--- config.mk ---
export PLATFORM = sky130hd
export DESIGN_NAME = kmc_div
export DESIGN_NICKNAME = d
export VERILOG_FILES = /design/src/kmc_div.sv
export SDC_FILE = /design/constraint.sdc
export NUM_CORES = 1
export LEC_CHECK = 0
export BUFFER_PORTS_ARGS = -buffer_cell sky130_fd_sc_hd__buf_2
export CAP_MARGIN = 20
export CELL_PAD_IN_SITES_DETAIL_PLACEMENT = 0
export CELL_PAD_IN_SITES_GLOBAL_PLACEMENT = 1
export CORE_ASPECT_RATIO = 1.4
export CORE_MARGIN = 3
export CORE_UTILIZATION = 44
export DETAILED_ROUTE_END_ITERATION = 8
export PLACE_DENSITY_LB_ADDON = 0.1
export SLEW_MARGIN = 15
export SYNTH_ARGS = -nofsm -noshare
export SYNTH_HDL_FRONTEND = slang
export SYNTH_SLANG_ARGS = --single-unit
--- constraint.sdc ---
create_clock -name clk -period 4.84 [get_ports clk]
set_input_delay 0.242 -clock clk [delete_from_list [all_inputs] [get_ports clk]]
set_output_delay 0.242 -clock clk [all_outputs]
set_load 0.02 [all_outputs]
--- src/kmc_div.sv ---
// ----------------------------------------------------------------------------
// kmc_div
// Signed by unsigned restoring divider, one quotient bit per cycle,
// quotient truncated toward zero.
// ----------------------------------------------------------------------------
module kmc_div #(
  parameter int DW = 27,
  parameter int VW = 11
) (
  input  logic                 clk,
  input  logic                 rst,
  input  logic                 start,
  input  logic signed [DW-1:0] num,
  input  logic [VW-1:0]        den,
  output logic                 done,
  output logic signed [DW-1:0] quo
);
  localparam int STW = $clog2(DW + 1);

  logic          run;
  logic [STW-1:0] step;
  logic [DW-1:0] mag;
  logic [VW-1:0] rem;
  logic          neg;
  logic [VW:0]   trial;
  logic          fits;

  assign trial = {rem, mag[DW-1]};
  assign fits  = trial >= {1'b0, den};
  assign quo   = neg ? -$signed(mag) : $signed(mag);

  always_ff @(posedge clk) begin
    if (rst) begin
      run  <= 1'b0;
      done <= 1'b0;
      step <= '0;
    end else begin
      done <= run && (step == STW'(1));
      if (start) begin
        run  <= 1'b1;
        step <= STW'(DW);
      end else if (run) begin
        step <= step - STW'(1);
        if (step == STW'(1)) begin
          run <= 1'b0;
        end
      end
    end
  end

  always_ff @(posedge clk) begin
    if (start) begin
      neg <= num[DW-1];
      mag <= num[DW-1] ? DW'(-num) : DW'(num);
      rem <= '0;
    end else if (run) begin
      rem <= fits ? VW'(trial - {1'b0, den}) : trial[VW-1:0];
      mag <= {mag[DW-2:0], fits};
    end
  end

endmodule

==> results by group <==
Power
  – Clk network pwr share: a little under a quarter
  – Psw: ~0.42 mW
  – P_int: 0.788 mW
  – Total chip power: 1.21 mW
  – Net Sw Frac: between 30% and 40%
  – Pwr dens: a little under 300 mW/mm²
  – P_leak: 1.69 nW
  – Sequential share of power: 43.0%
  – Worst IR Drop VDD: 0.190 mV
  – Power share of the combinational group: between 30% and 40%

Synth
  – Post-synthesis mux area share: 0.898%
  – Yosys reg bits: 46
  – Yosys top cell area share: 23.2%
  – Largest family of logic cells by synthesized area: compound AO/OA/AOI/OAI gates
  – Number of synthesized flops with an enable pin: 28
  – Syn. warnings: 0
  – Most used DFF post-synth: edfxtp_1
  – Synth Area in Compound Gates: 21.5%
  – Adder-cell share of the synthesized area: 5.74%
  – Yosys top cell by area: edfxtp_1
  – Post-Synthesis Cell Area: 0.00362 mm²
  – Simple-Gate Fraction of Synth Area: 19.6%
  – Ranking of synthesized cells by area: edfxtp_1, dfxtp_1, xor2_1
  – Register area share after synthesis: 33.2%
  – Xor/xnor share of the synthesized area: 14.3%
  – Post-synthesis net count: 486
  – Unique masters post-synth: 52
  – Ys async rst share: 0%
  – Syn avg cell area: 8.44 µm²
  – Mapped Cells: between 400 and 500

CTS
  – TritonCTS clock tree: yes
  – Hold Buf Count CTS: 0
  – # resized after CTS: 0
  – Clk_lat worst skew: 0.30 ns
  – Root Buffer: clkbuf_8
  – Setup bufs post-CTS: 0
  – H-tree Lvls: 2
  – Clk slew on worst S/H paths: 0.08 ns
  – # clock sinks: between 40 and 50
  – Num CTS Buffers: 5
  – Clk buf depth: 2

Placed design
  – Port Buf Inserts: 68
  – Routability cong.: ~0.79
  – Pre-CTS WS: 1.94 ns
  – HPWL Detailed: ~6.5 mm

Drt
  – 1st-pass router iterations: 4
  – WL final: 8.43 mm
  – DRC: 0
  – Initial DRC count: 164
  – Vias per cell: around 5.5
  – Mean routed wirelength per cell: 14.4 µm
  – Via count: 3200
  – DRT antenna net count: 0

Die
  – # IOs: 69
  – Die Wd: 82.7 µm
  – Starting Density: 45.9%
  – Core footprint: about 0.0079 mm²
  – DIE AREA: ~0.0094 mm²
  – Die Ht: 113 µm
  – Rows: 38

Global routing
  – Vias in the first global route: 2961
  – GRT Overall Usage: a little under a fifth
  – Initial antenna violation count: 0
  – First-pass GRT wire length: 13.6 mm
  – Gr ovfl total: 0
  – Largest net degree at the start of global routing: 71

Critical path
  – Crit path kind: reg2out
  – WP data required: 4.60 ns
  – Max FO, Critical Path: 4
  – CP endpoint kind: output port
  – Worst Reg-to-Reg Cells: 9
  – Worst EP arrival: approximately 2.8 ns
  – Critical path launch point type: flop

Cells and area
  – Antenna diodes: 0
  – Synth-to-layout area growth: 14.4%
  – Final Util: 52.5%
  – # fillers: around 830
  – Share of layout cells above drive strength 1: 18.6%
  – # nets final: 540

Timing
  – Fin. max-slew vios: 0
  – Clock Skews: 0.00589 ns
  – Max_slew headroom: 36.5%
  – Worst Tran Pin Value: about 0.94 ns
  – Setup repair after global routing missed its margin: false
  – Final hold vios: 0
  – Setup TNS: 0 ns
  – Period minus WS final: 2.99 ns
  – Hold_ws: 0.193 ns
  – Final worst slack: 1.85 ns
  – Final Cycle Share: 61.8%
  – Fmax: 334 MHz
  – Finish-stage setup viols: 0

Flow run
  – Max-Cap Viols: 0

Hold path
  – WHS Path Cells: 2
  – Worst hold path type: in2reg

Status
  – Status: complete, no violations
-- through the flow --
stage / instance area, µm² / cells
floorplan: 3620 / 429
global placement: 4010 / 575
detailed placement: 4010 / 575
CTS: 4110 / 583
global route: 4140 / 584
finish: 4140 / 584
-- cell type report --
class	count	area [µm²]	area share, %
Inverter	22	82.6	1.99
Multi-Input combinational cell	337	2240	54.2
Sequential cell	46	1200	29.0
Clock buffer	7	76.3	1.84
Tap cell	100	125	3.02
Timing Repair Buffer	71	383	9.24
Clock inverter	1	30.0	0.725
-- cell usage in the layout, fill, tap and decap left out, types with 2 or more instances in the layout --
cell type,n
or4_1,7
or4_4,2
nor2b_1,3
nor4_1,5
a311oi_1,9
nand2_1,31
o21a_1,2
ha_1,15
or3_1,2
dfxtp_1,18
nand2b_1,5
nand3_1,15
nor3_1,6
mux2_2,2
clkbuf_8,5
edfxtp_1,28
xor2_1,38
o41ai_1,8
o2111ai_1,2
a211oi_1,3
nor2_1,52
buf_2,68
a21o_1,4
xnor2_1,21
a2111oi_0,2
or2_2,3
buf_4,2
nand3b_1,3
o21ai_0,31
o31ai_1,12
clkbuf_1,2
inv_1,22
a21oi_1,34
-- registers in the layout (all words and copies together), names as in the netlist --
name,cells
mag,27
rem,11
step,5
done,1
neg,1
run,1
-- synthesized netlist by cell type, types with 9 or more instances --
library cell and number:
inv_1 22, nand2_1 31, clkbuf_1 21, o21ai_0 31, dfxtp_1 18, xnor2_1 21
o31ai_1 12, nand3_1 15, a21oi_1 34, a311oi_1 9, nor2_1 52, edfxtp_1 28
xor2_1 38, ha_1 15
-- power groups by stage --
stage	Clock [mW]	Sequential [mW]	Combinational, mW
CTS	0.288	0.518	0.408
global placement	0	0.527	0.402
detailed placement	0	0.527	0.406
global route	0.302	0.526	0.456
finish	0.279	0.518	0.408
floorplan	0	0.505	0.302
-- metal layers --
layer / vias up / GRT usage [%] / wire length, µm
met5: - / 0 / 0
li1: 1661 / - / -
met2: 57 / 33.5 / 4550
met1: 1476 / 22.1 / 3550
met4: 0 / 5.23 / 63
met3: 6 / 1.75 / 261
-- worst paths after layout --
kind | start | endpoint | slack [ns]
worst max-delay path | mag[11] | quo[26] | 1.85
worst min-delay path | rst | step[1] | 0.19
worst max register to register | mag[26] | rem[1] | 1.89
worst min register to register | rem[8] | rem[8] | 0.52
-- critical path, stage by stage (launching register included) --
cell and delay, ns:
edfxtp_1 0.44, or4_1 0.60, nor4_1 0.45, nand3_1 0.23
o41ai_1 0.37, xnor2_1 0.17, buf_2 0.19
-- kinds of logic after synthesis --
group,after synthesis
AO/OA/AOI/OAI,117
XOR/XNOR,59
adder cells (fa/ha/maj),16
buffers and inverters,46
flip-flops,46
multiplexers,3
AND/OR/NAND/NOR,142
(Power assumes the default switching activity.)
